## src/hw/rtl/grid_cell_lod_triangle_indices_macros.svh

```systemverilog
// ---------------------------------------------------------------------------
// grid cell lod triangle indices assertion macros
// concurrent assertion helpers, empty when synthesizing
// ---------------------------------------------------------------------------
`ifndef GRID_CELL_LOD_TRIANGLE_INDICES_MACROS_SVH
`define GRID_CELL_LOD_TRIANGLE_INDICES_MACROS_SVH

`ifndef SYNTHESIS
// same-cycle implication
`define GCLTI_ASSERT_IMP(label, clk, rst_n, ante, cons) \
    label: assert property (@(posedge clk) disable iff (!rst_n) (ante) |-> (cons)) \
        else $error("assertion failed: %m");
// next-cycle implication
`define GCLTI_ASSERT_NXT(label, clk, rst_n, ante, cons) \
    label: assert property (@(posedge clk) disable iff (!rst_n) (ante) |=> (cons)) \
        else $error("assertion failed: %m");
`else
`define GCLTI_ASSERT_IMP(label, clk, rst_n, ante, cons)
`define GCLTI_ASSERT_NXT(label, clk, rst_n, ante, cons)
`endif

`endif

```

## src/hw/rtl/gclti_pkg.sv

```systemverilog
// ---------------------------------------------------------------------------
// gclti_pkg
// shared constants and types of the grid cell triangle index generator
// ---------------------------------------------------------------------------
`default_nettype none

package gclti_pkg;

    // block geometry
    localparam int BLOCK_DIM  = 8;
    localparam int LOD_LEVELS = 3;
    localparam int DETAIL     = 1 << (LOD_LEVELS - 1);
    localparam int PITCH      = BLOCK_DIM * DETAIL + 1;
    localparam int ROW_STRIDE = DETAIL * PITCH;
    localparam int MAX_STEP   = LOD_LEVELS - 1;

    // field widths
    localparam int IDX_W    = 16;
    localparam int ROWCOL_W = 3;
    localparam int STEP_W   = 2;
    localparam int CNT_W    = LOD_LEVELS;

    // indices written per quad
    localparam int IDX_INC = 6;

    // command queue
    localparam int QDEPTH = 2;
    localparam int QPTR_W = (QDEPTH > 1) ? $clog2(QDEPTH) : 1;
    localparam int QCNT_W = $clog2(QDEPTH + 1);

    typedef logic [IDX_W-1:0] t_idx;

    // classified cell, ready for the walker
    typedef struct packed {
        logic              restart;
        t_idx              base;
        logic [STEP_W-1:0] step;
    } t_cmd;

    // queue status seen by both sides
    typedef struct packed {
        logic empty;
        logic full;
    } t_q_stat;

endpackage

`default_nettype wire

```

## src/hw/rtl/gclti_if.sv

```systemverilog
// ---------------------------------------------------------------------------
// gclti channel interfaces
// valid / ready channels for cells in and quads out
// ---------------------------------------------------------------------------
`default_nettype none

interface gclti_in_if;
    import gclti_pkg::*;

    logic                valid;
    logic                ready;
    logic                restart;
    logic [ROWCOL_W-1:0] row;
    logic [ROWCOL_W-1:0] col;
    logic [STEP_W-1:0]   step_log;

    modport source (output valid, output restart, output row, output col,
                    output step_log, input ready);
    modport sink   (input valid, input restart, input row, input col,
                    input step_log, output ready);
endinterface

interface gclti_out_if;
    import gclti_pkg::*;

    logic       valid;
    logic       ready;
    logic [IDX_W-1:0] tri0_v0;
    logic [IDX_W-1:0] tri0_v1;
    logic [IDX_W-1:0] tri0_v2;
    logic [IDX_W-1:0] tri1_v0;
    logic [IDX_W-1:0] tri1_v1;
    logic [IDX_W-1:0] tri1_v2;
    logic [IDX_W-1:0] slot;
    logic       last_quad;

    modport source (output valid, output tri0_v0, output tri0_v1, output tri0_v2,
                    output tri1_v0, output tri1_v1, output tri1_v2, output slot,
                    output last_quad, input ready);
    modport sink   (input valid, input tri0_v0, input tri0_v1, input tri0_v2,
                    input tri1_v0, input tri1_v1, input tri1_v2, input slot,
                    input last_quad, output ready);
endinterface

`default_nettype wire

```

## src/hw/rtl/gclti_front.sv

```systemverilog
// ---------------------------------------------------------------------------
// gclti_front
// accepts cell beats, clamps the step and works out the base vertex index
// ---------------------------------------------------------------------------
`default_nettype none

module gclti_front (
    gclti_in_if.sink           i_in,
    input  gclti_pkg::t_q_stat i_q_stat,
    output logic               o_push,
    output gclti_pkg::t_cmd    o_cmd
);
    import gclti_pkg::*;

    logic [STEP_W-1:0] w_step;
    t_idx              w_row_off;
    t_idx              w_col_off;

    // take a beat whenever the queue has room
    assign i_in.ready = !i_q_stat.full;
    assign o_push     = i_in.valid && !i_q_stat.full;

    // clamp steps coarser than one quad per cell
    assign w_step = (i_in.step_log > STEP_W'(MAX_STEP)) ? STEP_W'(MAX_STEP) : i_in.step_log;

    // base = row * detail * pitch + col * detail, kept modulo 2^16
    assign w_row_off = IDX_W'(32'(i_in.row) * 32'(ROW_STRIDE));
    assign w_col_off = IDX_W'(i_in.col) << (LOD_LEVELS - 1);

    assign o_cmd.restart = i_in.restart;
    assign o_cmd.base    = w_row_off + w_col_off;
    assign o_cmd.step    = w_step;

endmodule

`default_nettype wire

```

## src/hw/rtl/gclti_queue.sv

```systemverilog
// ---------------------------------------------------------------------------
// gclti_queue
// short command queue between the front and the quad walker
// ---------------------------------------------------------------------------
`default_nettype none

module gclti_queue (
    input  wire                i_clk,
    input  wire                i_rst_n,
    input  wire                i_push,
    input  gclti_pkg::t_cmd    i_cmd,
    input  wire                i_pop,
    output gclti_pkg::t_cmd    o_cmd,
    output gclti_pkg::t_q_stat o_stat
);
    import gclti_pkg::*;

    t_cmd              r_mem [QDEPTH];
    logic [QPTR_W-1:0] r_wr_ptr;
    logic [QPTR_W-1:0] r_rd_ptr;
    logic [QCNT_W-1:0] r_count;
    logic [QPTR_W-1:0] n_wr_ptr;
    logic [QPTR_W-1:0] n_rd_ptr;
    logic [QCNT_W-1:0] n_count;

    assign o_stat.empty = (r_count == '0);
    assign o_stat.full  = (r_count == QCNT_W'(QDEPTH));
    assign o_cmd        = r_mem[r_rd_ptr];

    // pointer wrap and occupancy
    always_comb begin
        n_wr_ptr = r_wr_ptr;
        n_rd_ptr = r_rd_ptr;
        n_count  = r_count;
        if (i_push) begin
            n_wr_ptr = (r_wr_ptr == QPTR_W'(QDEPTH - 1)) ? '0 : r_wr_ptr + 1'b1;
        end
        if (i_pop) begin
            n_rd_ptr = (r_rd_ptr == QPTR_W'(QDEPTH - 1)) ? '0 : r_rd_ptr + 1'b1;
        end
        if (i_push && !i_pop) begin
            n_count = r_count + 1'b1;
        end else if (i_pop && !i_push) begin
            n_count = r_count - 1'b1;
        end
    end

    always_ff @(posedge i_clk) begin
        if (!i_rst_n) begin
            r_wr_ptr <= '0;
            r_rd_ptr <= '0;
            r_count  <= '0;
        end else begin
            r_wr_ptr <= n_wr_ptr;
            r_rd_ptr <= n_rd_ptr;
            r_count  <= n_count;
        end
    end

    // storage
    always_ff @(posedge i_clk) begin
        if (i_push) begin
            r_mem[r_wr_ptr] <= i_cmd;
        end
    end

endmodule

`default_nettype wire

```

## src/hw/rtl/gclti_back.sv

```systemverilog
// ---------------------------------------------------------------------------
// gclti_back
// walks the sub-quads of one cell and registers one quad beat per cycle unless the sink stalls
// ---------------------------------------------------------------------------
`default_nettype none

module gclti_back (
    input  wire                i_clk,
    input  wire                i_rst_n,
    input  gclti_pkg::t_cmd    i_cmd,
    input  gclti_pkg::t_q_stat i_q_stat,
    output logic               o_pop,
    gclti_out_if.source        o_out
);
    import gclti_pkg::*;

    // walker state
    logic              r_busy;
    logic [STEP_W-1:0] r_step;
    logic [CNT_W-1:0]  r_a;
    logic [CNT_W-1:0]  r_b;
    t_idx              r_i0;
    t_idx              r_row_i0;
    t_idx              r_count;
    logic              n_busy;
    logic [STEP_W-1:0] n_step;
    logic [CNT_W-1:0]  n_a;
    logic [CNT_W-1:0]  n_b;
    t_idx              n_i0;
    t_idx              n_row_i0;
    t_idx              n_count;

    // output register
    logic r_out_valid;
    t_idx r_v0, r_v1, r_diag, r_down, r_slot;
    logic r_last;
    logic n_out_valid;

    logic             w_emit;
    logic [CNT_W-1:0] w_s_cnt;
    t_idx             w_s;
    t_idx             w_span;
    logic             w_row_end;
    logic             w_col_end;
    logic             w_last;

    // stride and lattice span for the current step
    assign w_s_cnt = CNT_W'(1) << r_step;
    assign w_s     = IDX_W'(w_s_cnt);
    assign w_span  = IDX_W'(PITCH) << r_step;

    assign w_row_end = (r_b + w_s_cnt) >= CNT_W'(DETAIL);
    assign w_col_end = (r_a + w_s_cnt) >= CNT_W'(DETAIL);
    assign w_last    = w_row_end && w_col_end;

    // handshakes
    assign w_emit = r_busy && (!r_out_valid || o_out.ready);
    assign o_pop  = !r_busy && !i_q_stat.empty;

    // next walker state
    always_comb begin
        n_busy   = r_busy;
        n_step   = r_step;
        n_a      = r_a;
        n_b      = r_b;
        n_i0     = r_i0;
        n_row_i0 = r_row_i0;
        n_count  = r_count;
        if (o_pop) begin
            n_busy   = 1'b1;
            n_step   = i_cmd.step;
            n_a      = '0;
            n_b      = '0;
            n_i0     = i_cmd.base;
            n_row_i0 = i_cmd.base;
            if (i_cmd.restart) begin
                n_count = '0;
            end
        end else if (w_emit) begin
            n_count = r_count + IDX_W'(IDX_INC);
            if (w_last) begin
                n_busy = 1'b0;
            end else if (w_row_end) begin
                n_b      = '0;
                n_a      = r_a + w_s_cnt;
                n_row_i0 = r_row_i0 + w_span;
                n_i0     = r_row_i0 + w_span;
            end else begin
                n_b  = r_b + w_s_cnt;
                n_i0 = r_i0 + w_s;
            end
        end
    end

    // output valid
    always_comb begin
        n_out_valid = r_out_valid;
        if (w_emit) begin
            n_out_valid = 1'b1;
        end else if (o_out.ready) begin
            n_out_valid = 1'b0;
        end
    end

    always_ff @(posedge i_clk) begin
        if (!i_rst_n) begin
            r_busy      <= 1'b0;
            r_count     <= '0;
            r_out_valid <= 1'b0;
        end else begin
            r_busy      <= n_busy;
            r_count     <= n_count;
            r_out_valid <= n_out_valid;
        end
    end

    always_ff @(posedge i_clk) begin
        r_step   <= n_step;
        r_a      <= n_a;
        r_b      <= n_b;
        r_i0     <= n_i0;
        r_row_i0 <= n_row_i0;
    end

    // quad payload
    always_ff @(posedge i_clk) begin
        if (w_emit) begin
            r_v0   <= r_i0;
            r_v1   <= r_i0 + w_s;
            r_diag <= r_i0 + w_s + w_span;
            r_down <= r_i0 + w_span;
            r_slot <= r_count;
            r_last <= w_last;
        end
    end

    assign o_out.valid     = r_out_valid;
    assign o_out.tri0_v0   = r_v0;
    assign o_out.tri0_v1   = r_v1;
    assign o_out.tri0_v2   = r_diag;
    assign o_out.tri1_v0   = r_v0;
    assign o_out.tri1_v1   = r_diag;
    assign o_out.tri1_v2   = r_down;
    assign o_out.slot      = r_slot;
    assign o_out.last_quad = r_last;

endmodule

`default_nettype wire

```

## src/hw/rtl/grid_cell_lod_triangle_indices.sv

```systemverilog
// a cell beat goes into the queue, an idle walker pops it and registers its first quad
// throughput: one quad beat per cycle unless the sink stalls; (4 >> min(step, 2))^2
//   quads per cell, and the walker pauses between cells to load the next command
// the walker in the back end sets the rate; a 2-entry queue decouples the front
// reset: synchronous active low, clears queue, walker, output valid, slot count
// ---------------------------------------------------------------------------
// grid_cell_lod_triangle_indices
// triangle index generator for one grid cell at a chosen level of detail
// ---------------------------------------------------------------------------
`default_nettype none
`include "grid_cell_lod_triangle_indices_macros.svh"

module grid_cell_lod_triangle_indices (
    input  wire          i_clk,
    input  wire          i_rst_n,
    gclti_in_if.sink     i_in,
    gclti_out_if.source  o_out
);
    import gclti_pkg::*;

    logic    w_push;
    logic    w_pop;
    t_cmd    w_front_cmd;
    t_cmd    w_back_cmd;
    t_q_stat w_q_stat;

    logic    w_in_beat;
    logic    w_corners_ok;
    logic    w_stride_ok;
    logic    w_span_ok;

    // classify cells
    gclti_front u_front (
        .i_in     (i_in),
        .i_q_stat (w_q_stat),
        .o_push   (w_push),
        .o_cmd    (w_front_cmd)
    );

    // command queue
    gclti_queue u_queue (
        .i_clk   (i_clk),
        .i_rst_n (i_rst_n),
        .i_push  (w_push),
        .i_cmd   (w_front_cmd),
        .i_pop   (w_pop),
        .o_cmd   (w_back_cmd),
        .o_stat  (w_q_stat)
    );

    // walk sub-quads
    gclti_back u_back (
        .i_clk    (i_clk),
        .i_rst_n  (i_rst_n),
        .i_cmd    (w_back_cmd),
        .i_q_stat (w_q_stat),
        .o_pop    (w_pop),
        .o_out    (o_out)
    );

    // check terms
    assign w_in_beat    = i_in.valid && i_in.ready;
    assign w_corners_ok = (o_out.tri0_v0 == o_out.tri1_v0) &&
                          (o_out.tri0_v2 == o_out.tri1_v1);
    assign w_stride_ok  = $onehot(IDX_W'(o_out.tri0_v1 - o_out.tri0_v0));
    assign w_span_ok    = IDX_W'(o_out.tri0_v2 - o_out.tri0_v1) ==
                          IDX_W'(o_out.tri1_v2 - o_out.tri1_v0);

    // checks
    `GCLTI_ASSERT_NXT(a_push_fills_queue, i_clk, i_rst_n, w_in_beat, !w_q_stat.empty)
    `GCLTI_ASSERT_IMP(a_shared_corners, i_clk, i_rst_n, o_out.valid, w_corners_ok)
    `GCLTI_ASSERT_IMP(a_stride_pow2, i_clk, i_rst_n, o_out.valid, w_stride_ok)
    `GCLTI_ASSERT_IMP(a_span_match, i_clk, i_rst_n, o_out.valid, w_span_ok)

endmodule

`default_nettype wire

```

## src/flat_wrapper.sv

```systemverilog
// flat-port wrapper written by rule: the top's interface ports become plain ports
module grid_cell_lod_triangle_indices_flat import gclti_pkg::*;
  (i_clk, i_rst_n, i_in_valid, i_in_restart, i_in_row, i_in_col, i_in_step_log, i_in_ready, o_out_valid, o_out_tri0_v0, o_out_tri0_v1, o_out_tri0_v2, o_out_tri1_v0, o_out_tri1_v1, o_out_tri1_v2, o_out_slot, o_out_last_quad, o_out_ready);
  gclti_in_if i_in_i ();
  gclti_out_if o_out_i ();
  input  wire i_clk;
  input  wire i_rst_n;
  input wire logic [$bits(i_in_i.valid)-1:0] i_in_valid;
  input wire logic [$bits(i_in_i.restart)-1:0] i_in_restart;
  input wire logic [$bits(i_in_i.row)-1:0] i_in_row;
  input wire logic [$bits(i_in_i.col)-1:0] i_in_col;
  input wire logic [$bits(i_in_i.step_log)-1:0] i_in_step_log;
  output wire logic [$bits(i_in_i.ready)-1:0] i_in_ready;
  output wire logic [$bits(o_out_i.valid)-1:0] o_out_valid;
  output wire logic [$bits(o_out_i.tri0_v0)-1:0] o_out_tri0_v0;
  output wire logic [$bits(o_out_i.tri0_v1)-1:0] o_out_tri0_v1;
  output wire logic [$bits(o_out_i.tri0_v2)-1:0] o_out_tri0_v2;
  output wire logic [$bits(o_out_i.tri1_v0)-1:0] o_out_tri1_v0;
  output wire logic [$bits(o_out_i.tri1_v1)-1:0] o_out_tri1_v1;
  output wire logic [$bits(o_out_i.tri1_v2)-1:0] o_out_tri1_v2;
  output wire logic [$bits(o_out_i.slot)-1:0] o_out_slot;
  output wire logic [$bits(o_out_i.last_quad)-1:0] o_out_last_quad;
  input wire logic [$bits(o_out_i.ready)-1:0] o_out_ready;
  assign i_in_i.valid = i_in_valid;
  assign i_in_i.restart = i_in_restart;
  assign i_in_i.row = i_in_row;
  assign i_in_i.col = i_in_col;
  assign i_in_i.step_log = i_in_step_log;
  assign i_in_ready = i_in_i.ready;
  assign o_out_valid = o_out_i.valid;
  assign o_out_tri0_v0 = o_out_i.tri0_v0;
  assign o_out_tri0_v1 = o_out_i.tri0_v1;
  assign o_out_tri0_v2 = o_out_i.tri0_v2;
  assign o_out_tri1_v0 = o_out_i.tri1_v0;
  assign o_out_tri1_v1 = o_out_i.tri1_v1;
  assign o_out_tri1_v2 = o_out_i.tri1_v2;
  assign o_out_slot = o_out_i.slot;
  assign o_out_last_quad = o_out_i.last_quad;
  assign o_out_i.ready = o_out_ready;
  grid_cell_lod_triangle_indices u_core (.i_clk(i_clk), .i_rst_n(i_rst_n), .i_in(i_in_i), .o_out(o_out_i));
endmodule
```

## config.mk

```make
export PLATFORM = sky130hd
export DESIGN_NAME = grid_cell_lod_triangle_indices_flat
export DESIGN_NICKNAME = d
export VERILOG_FILES = /design/src/hw/rtl/gclti_pkg.sv /design/src/hw/rtl/gclti_if.sv /design/src/hw/rtl/gclti_front.sv /design/src/hw/rtl/gclti_queue.sv /design/src/hw/rtl/gclti_back.sv /design/src/hw/rtl/grid_cell_lod_triangle_indices.sv /design/src/flat_wrapper.sv
export VERILOG_INCLUDE_DIRS = /design/src /design/src/hw/rtl
export SDC_FILE = /design/constraint.sdc
export NUM_CORES = 1
export LEC_CHECK = 0
export ABC_AREA = 1
export BUFFER_PORTS_ARGS = -buffer_cell sky130_fd_sc_hd__buf_2
export CORE_ASPECT_RATIO = 1.1
export CORE_UTILIZATION = 62
export DETAILED_ROUTE_END_ITERATION = 8
export PLACE_DENSITY = 0.91
export SLEW_MARGIN = 20
export SYNTH_ARGS = -nofsm -noshare
export SYNTH_HDL_FRONTEND = slang
export SYNTH_SLANG_ARGS = --single-unit
```

## constraint.sdc

```tcl
create_clock -name i_clk -period 5.6 [get_ports i_clk]
set_input_delay 0 -clock i_clk [delete_from_list [all_inputs] [get_ports i_clk]]
set_output_delay 0 -clock i_clk [all_outputs]
set_load 0.05 [all_outputs]
```

Word-level counts from Yosys, hierarchy flattened. Memories as Yosys holds them, arrays and structs flattened. A register that Yosys moved wholly into a read port is not among the register bits. Index checks and enable logic that the tools add are counted.

Memory bits (writable): 30. Register bits: 143. Memories: 1. Logic and storage cells: 91. Input bits: 13.

Memory list: u_core.u_queue.r_mem (words 2, width 15, read ports 1, clocked after Yosys merged registers in 1, wr ports 1, line gclti_queue.sv:18) `t_cmd r_mem [QDEPTH];`.

Order comparisons: 3. Reduce and logical (&&, ||, !) cells: 25. Bitwise logic cells: 1. Multiplexer cells: 26. Eq/ne operators: 3. Multipliers: 1. Shift-type cells: 2. $add $sub $neg: 12.

Operators with widths (number): $mux 16 (11); $add 16x16->16 (3); $add 16x3->16 (1); $add 16x3->16 const B (1); $shl 6x2->16 const A (1); $add 11x5->12 (1); $mux 1 (11); $reduce_bool 2->1 (5); $mul 3x6->9 const B (1); $reduce_and 2->1 (4); $add 3x3->3 (2); $ge 3x3->1 const B (2); $logic_and 1x1->1 (6); $logic_not 1->1 (6); $mux 2 (3); $reduce_and 3->1 (2); $mux 3 (1); $shl 1x2->3 const A (1); $add 1x1->1 const B (2); $add 2x1->2 const B (1); $eq 2x2->1 const B (1); $gt 2x2->1 const B (1); $logic_not 2->1 (1); $ne 2x1->1 const B (1); 4 further kinds (4).

Logic depth before layout (Yosys ltp).
Depth in word-level cells: 7. Depth in mapped cells: 23. Gate-level depth less buffers: 23.

Cells and area by module. From an unflattened synthesis, not the netlist that was laid out.

Cells, all modules: 935. Area total of the unflattened synthesis: 9160.0 um2.

By module, submodules not included: gclti_back (instances 1, sequential area each 3793.6 um2, cells each 808, area an instance 7285.7 um2); gclti_queue (instances 1, sequential area each 1241.2 um2, cells each 94, area an instance 1651.6 um2); gclti_front (instances 1, sequential area each 0.0 um2, cells each 33, area an instance 222.7 um2).

Worst setup path before layout. No wires, ideal clock.

Path kind: register -> register. Start: reg u_core.u_back.r_out_valid, in the netlist u_core.u_back.o_out.valid. End: reg u_core.u_back.r_count[13]. Stages on the path, launching flop included: 13. Setup time: 117 ps. Arrival: 3465 ps. Slack: 2017 ps. Buffers on the path: 0. Path through: dfxtp_1 nand2_1 nand2_1 inv_1 a21oi_1 nor3_2 nand4_1 inv_1 nand2_1 nor2_1 nand2_1 o21ai_0 nor2_1.

Word-level cells in the longest chain between the ends: 5.

RTL lines: start: declaration (line gclti_back.sv:34) `logic r_out_valid;`; start signal: assignment (line gclti_back.sv:113) `r_out_valid <= n_out_valid;`; $logic_not 1->1 (line gclti_back.sv:57) `assign w_emit = r_busy && (!r_out_valid || o_out.ready);`; $logic_or 1x1->1 (line gclti_back.sv:57); $logic_and 1x1->1 (line gclti_back.sv:57); $reduce_bool 2->1 (no source line); $reduce_and 2->1 (no source line); end signal: assignment (line gclti_back.sv:112) `r_count <= n_count;`; end: declaration (line gclti_back.sv:24) `t_idx r_count;`.

No other way between the ends. A chain may end at the register's enable or synchronous reset.

Worst setup path after layout.
Start: reg u_core.u_back.r_step[0]. End: reg u_core.u_back.r_diag[14], in the netlist u_core.u_back.o_out.tri0_v2[14], data pin.

Word-level cells in the longest chain between the ends: 3. Elaborated cells between the ends (all ways): 4.

RTL lines: start: declaration (line gclti_back.sv:19) `logic [STEP_W-1:0] r_step;`; start signal: assignment (line gclti_back.sv:118) `r_step <= n_step;`; $shl 1x2->3 (line gclti_back.sv:48) `assign w_s_cnt = CNT_W'(1) << r_step;`; $add 16x3->16 (line gclti_back.sv:130) `r_diag <= r_i0 + w_s + w_span;`; $add 16x16->16 * (line gclti_back.sv:130); end signal: assignment (line gclti_back.sv:130); end: declaration (line gclti_back.sv:35) `t_idx r_v0, r_v1, r_diag, r_down, r_slot;`.

Mark *: on every way between the ends. The rest lies on a longest branch, timed or not.

==> impl_results.md <==
- CP max-delay cell: nor2_1
- DR vias: 6361
- Max Cap Viol: 0
- Post-Syn Instances: 848
- Top cells by area, synth: edfxtp_1 (47%), dfxtp_1 (6.7%), nand2_1 (6.5%), inv_1 (4.8%), ha_1 (4.1%)
- Iteration-0 DRC Markers: 496
- Post-synth EDFFs: 131
- Root Driver: clkbuf_16
- Outcome: complete, no violations
- Layout cells sized above 1: 23.3%
- Final Cycle Share: 66.7%
- Skew final: 0.0112 ns
- Critical Path Source Type: register
- Filler cells: 853
- Worst Tran Pin Value: 1.00 ns
- CTS tree: built
- Highest Clock Rate: 268 MHz
- Critical path's most frequent cell: nand2_1
- Drt wl/cell: 15.5 um
- CP Class: register to register
- Inserted Clock Buffers: 17
- Antenna diodes: 0
- Tightest Hold Check Type: input port to register
- Die height: 124 um
- IO Port Bufs: 126
- Post-synthesis cell type count: 52
- Ys Warns: 0
- Simple-Gate Fraction of Synth Area: 18.1%
- Largest family of logic cells by synthesized area: simple AND/OR/NAND/NOR gates
- Mux contribution to synthesized area: 1.22%
- Initial antenna violation count: 0
- Area leader, netlist: edfxtp_1
- CP Cell Sequence: nor2_1 > ha_1 > nand2_1 > a21oi_4 > xnor2_1 > inv_1 > ha_1 > a31oi_1 > nand2_1 > nand2_1 > nand2_1 > nand3_1 > nand2_1 > nand2_1 > nand2_1
- First-pass GRT wire length: 27.4 mm
- IO Count: 128
- Post-CTS Resized: 0
- Crit path capture type: register
- FF-to-FF End: u_core.u_back.o_out.tri0_v2[14]$_DFFE_PP_
- Most common cell in the netlist: nand2_1
- WP buf/inv: 1
- Syn nets: 890
- Critical Path RT: 5.78 ns
- Total GRT Usage: 26.1%
- Setup crit end: u_core.u_back.o_out.tri0_v2[14]$_DFFE_PP_
- Final core utilization: 72.5%
- Clk sinks: 159
- Synth top cells by count: nand2_1 (145), edfxtp_1 (131), inv_1 (107)
- Placed Area: 8840 sq um
- Endpoints failing hold: 0
- Setup_tns: 0 ns
- Die area: 13900 sq um
- Largest net degree at the start of global routing: 81
- HPWL reported at the end of detailed placement: 12.1 mm
- Rows: 44
- Flop2flop setup slack: 1.87 ns
- Die W: 112 um
- Router iterations before antenna repair: 6
- CP startpoint: u_core.u_back.r_step[0]$_DFFE_PP_
- Slew headroom: 33.4%
- Area grow syn2layout: 14.6%
- Setup violations, final: 0
- Post-synth top area share: 47.2%
- R2R Path Start: u_core.u_back.r_step[0]$_DFFE_PP_
- Core Box Area: 13200 sq um
- Routed WL: 17.5 mm
- Ys async rst share: 0%
- Post-route ant nets: 0
- Starting Density: 63.3%
- Largest fanout on the critical path: 10
- Xor and xnor fraction of the mapped netlist area: 4.84%
- Clk buf depth: 2
- Cts hold-fix bufs: 10
- Worst Path Arrival: 3.92 ns
- Synth Area in Compound Gates: 7.80%
- Mean post-synth cell area: 9.82 sq um
- Slowest stage delay, CP: 0.64 ns
- Seq/Total Area, Yosys: 54.0%
- Synth Cell Area: 8330 sq um
- Critical Path Stages: 15
- Final Instance Area: 9540 sq um
- # nets final: 998
- Final worst path period need: 3.73 ns
- Crit path max-delay family: simple AND/OR/NAND/NOR gates
- Synth Area in Adders: 4.54%
- Final Slew Violations: 0
- Worst-path clk slew: 0.06 ns
- Overflow left after global routing: 0
- Synth Flop Type: edfxtp_1
- Worst reg2reg path depth: 15
- Vias in the first global route: 5851
- Gpl congestion: 0.968
- Via-to-Cell Ratio: 5.63
- Unrepaired setup endpoints after global routing: no
- Worst-skew pair later-pin latency: 0.43 ns
- Post-CTS setup buffers: 0
- #FFs+latches synth: 159
- DRC: 0
- Depth of the CTS H-tree: 4
[through the flow]
step	setup slack [ns]	hold slack, ns	std cells
6_report	1.87	0.0259	1130
5_1_grt	1.58	0.0667	1130
4_1_cts	1.89	0.0117	1130
3_5_place_dp	1.91	0.199	1088
3_3_place_gp	1.98	0.194	1088
2_1_floorplan	2.02	0.0989	848
[final cells by class]
type                            instances  area, sq um  share of cell area (%)
Tap cell                              161          201                    2.11
Sequential cell                       159         4490                    47.1
Timing Repair Buffer                  139          753                    7.90
Multi-Input combinational cell        520         3050                    31.9
Inverter                              119          449                    4.71
Clock inverter                          8         62.6                   0.656
Clock buffer                           24          534                    5.60
[worst min path at each step]
stage / from / to / slack (ns) / cells after the start
floorplan: i_in_row[1] / u_core.u_queue.r_mem[0][10]$_DFFE_PP_ / 0.1 / 0
global placement: i_in_restart / u_core.u_queue.r_mem[0][14]$_DFFE_PP_ / 0.19 / 1
detailed placement: i_in_restart / u_core.u_queue.r_mem[1][14]$_DFFE_PP_ / 0.20 / 1
CTS: i_in_col[2] / u_core.u_queue.r_mem[1][7]$_DFFE_PP_ / 0.01 / 4
global route: i_in_col[2] / u_core.u_queue.r_mem[0][7]$_DFFE_PP_ / 0.07 / 4
finish: i_in_col[2] / u_core.u_queue.r_mem[0][7]$_DFFE_PP_ / 0.03 / 4
[cell families (layout without fill, tap and decap cells)]
kind of cell,Yosys count,after routing
buffers and inverters,169,290
other,1,1
xor gates and xnor gates,46,46
and+or+nand+nor,319,319
DFF,159,159
AOI/OAI and AO/OA,116,116
adders and majority gates,29,29
muxes,9,9
[layer usage]
layer | track usage (%) | vias up | part of all wire, %
met5 | 0 | - | 0
met4 | 12.6 | 0 | 2.5
met3 | 6.47 | 40 | 8.1
met2 | 45.0 | 351 | 50
met1 | 30.8 | 2939 | 40
li1 | - | 3031 | -
[sequential cells by signal, indices dropped and copies added (netlist names), named ones only]
register                       flops
u_core.u_back.r_i0                16
u_core.u_back.r_b                  3
u_core.u_back.r_busy               1
u_core.u_back.o_out.tri0_v2       16
u_core.u_back.o_out.last_quad      1
u_core.u_back.o_out.tri0_v1       16
u_core.u_back.o_out.valid          1
u_core.u_back.o_out.tri1_v2       13
u_core.u_queue.r_count             2
u_core.u_back.o_out.tri0_v0       16
u_core.u_back.r_row_i0            16
u_core.u_back.r_count             15
u_core.u_queue.r_mem              20
u_core.u_back.r_step               2
u_core.u_queue.r_rd_ptr            1
u_core.u_back.o_out.slot          15
u_core.u_queue.r_wr_ptr            1
u_core.u_back.r_a                  3
[worst register-to-register path, delay by kind of cell, from the launching register on]
family                     cells  cell delay, ns
buffers and inverters          1            0.10
DFF                            1            0.57
AOI/OAI and AO/OA              2            0.56
xor gates and xnor gates       1            0.16
adders and majority gates      2            0.66
and+or+nand+nor                9            1.47
[cells in the final DEF (no fill, tap or decap), types with 9 or more instances in the layout]
cell,instances
ha_1,27
a21oi_1,39
inv_2,11
mux2_2,9
inv_1,106
nand2_1,145
o21ai_0,43
buf_2,126
nor2_1,55
dlygate4sd3_1,10
clkbuf_16,19
xor2_1,38
edfxtp_1,131
o21ai_1,10
nand3_1,45
nand4_1,19
nand2_2,18
dfxtp_1,28
Power is not shown: default switching activity piles up to over one toggle a cycle in this logic, so the estimate is an artifact.
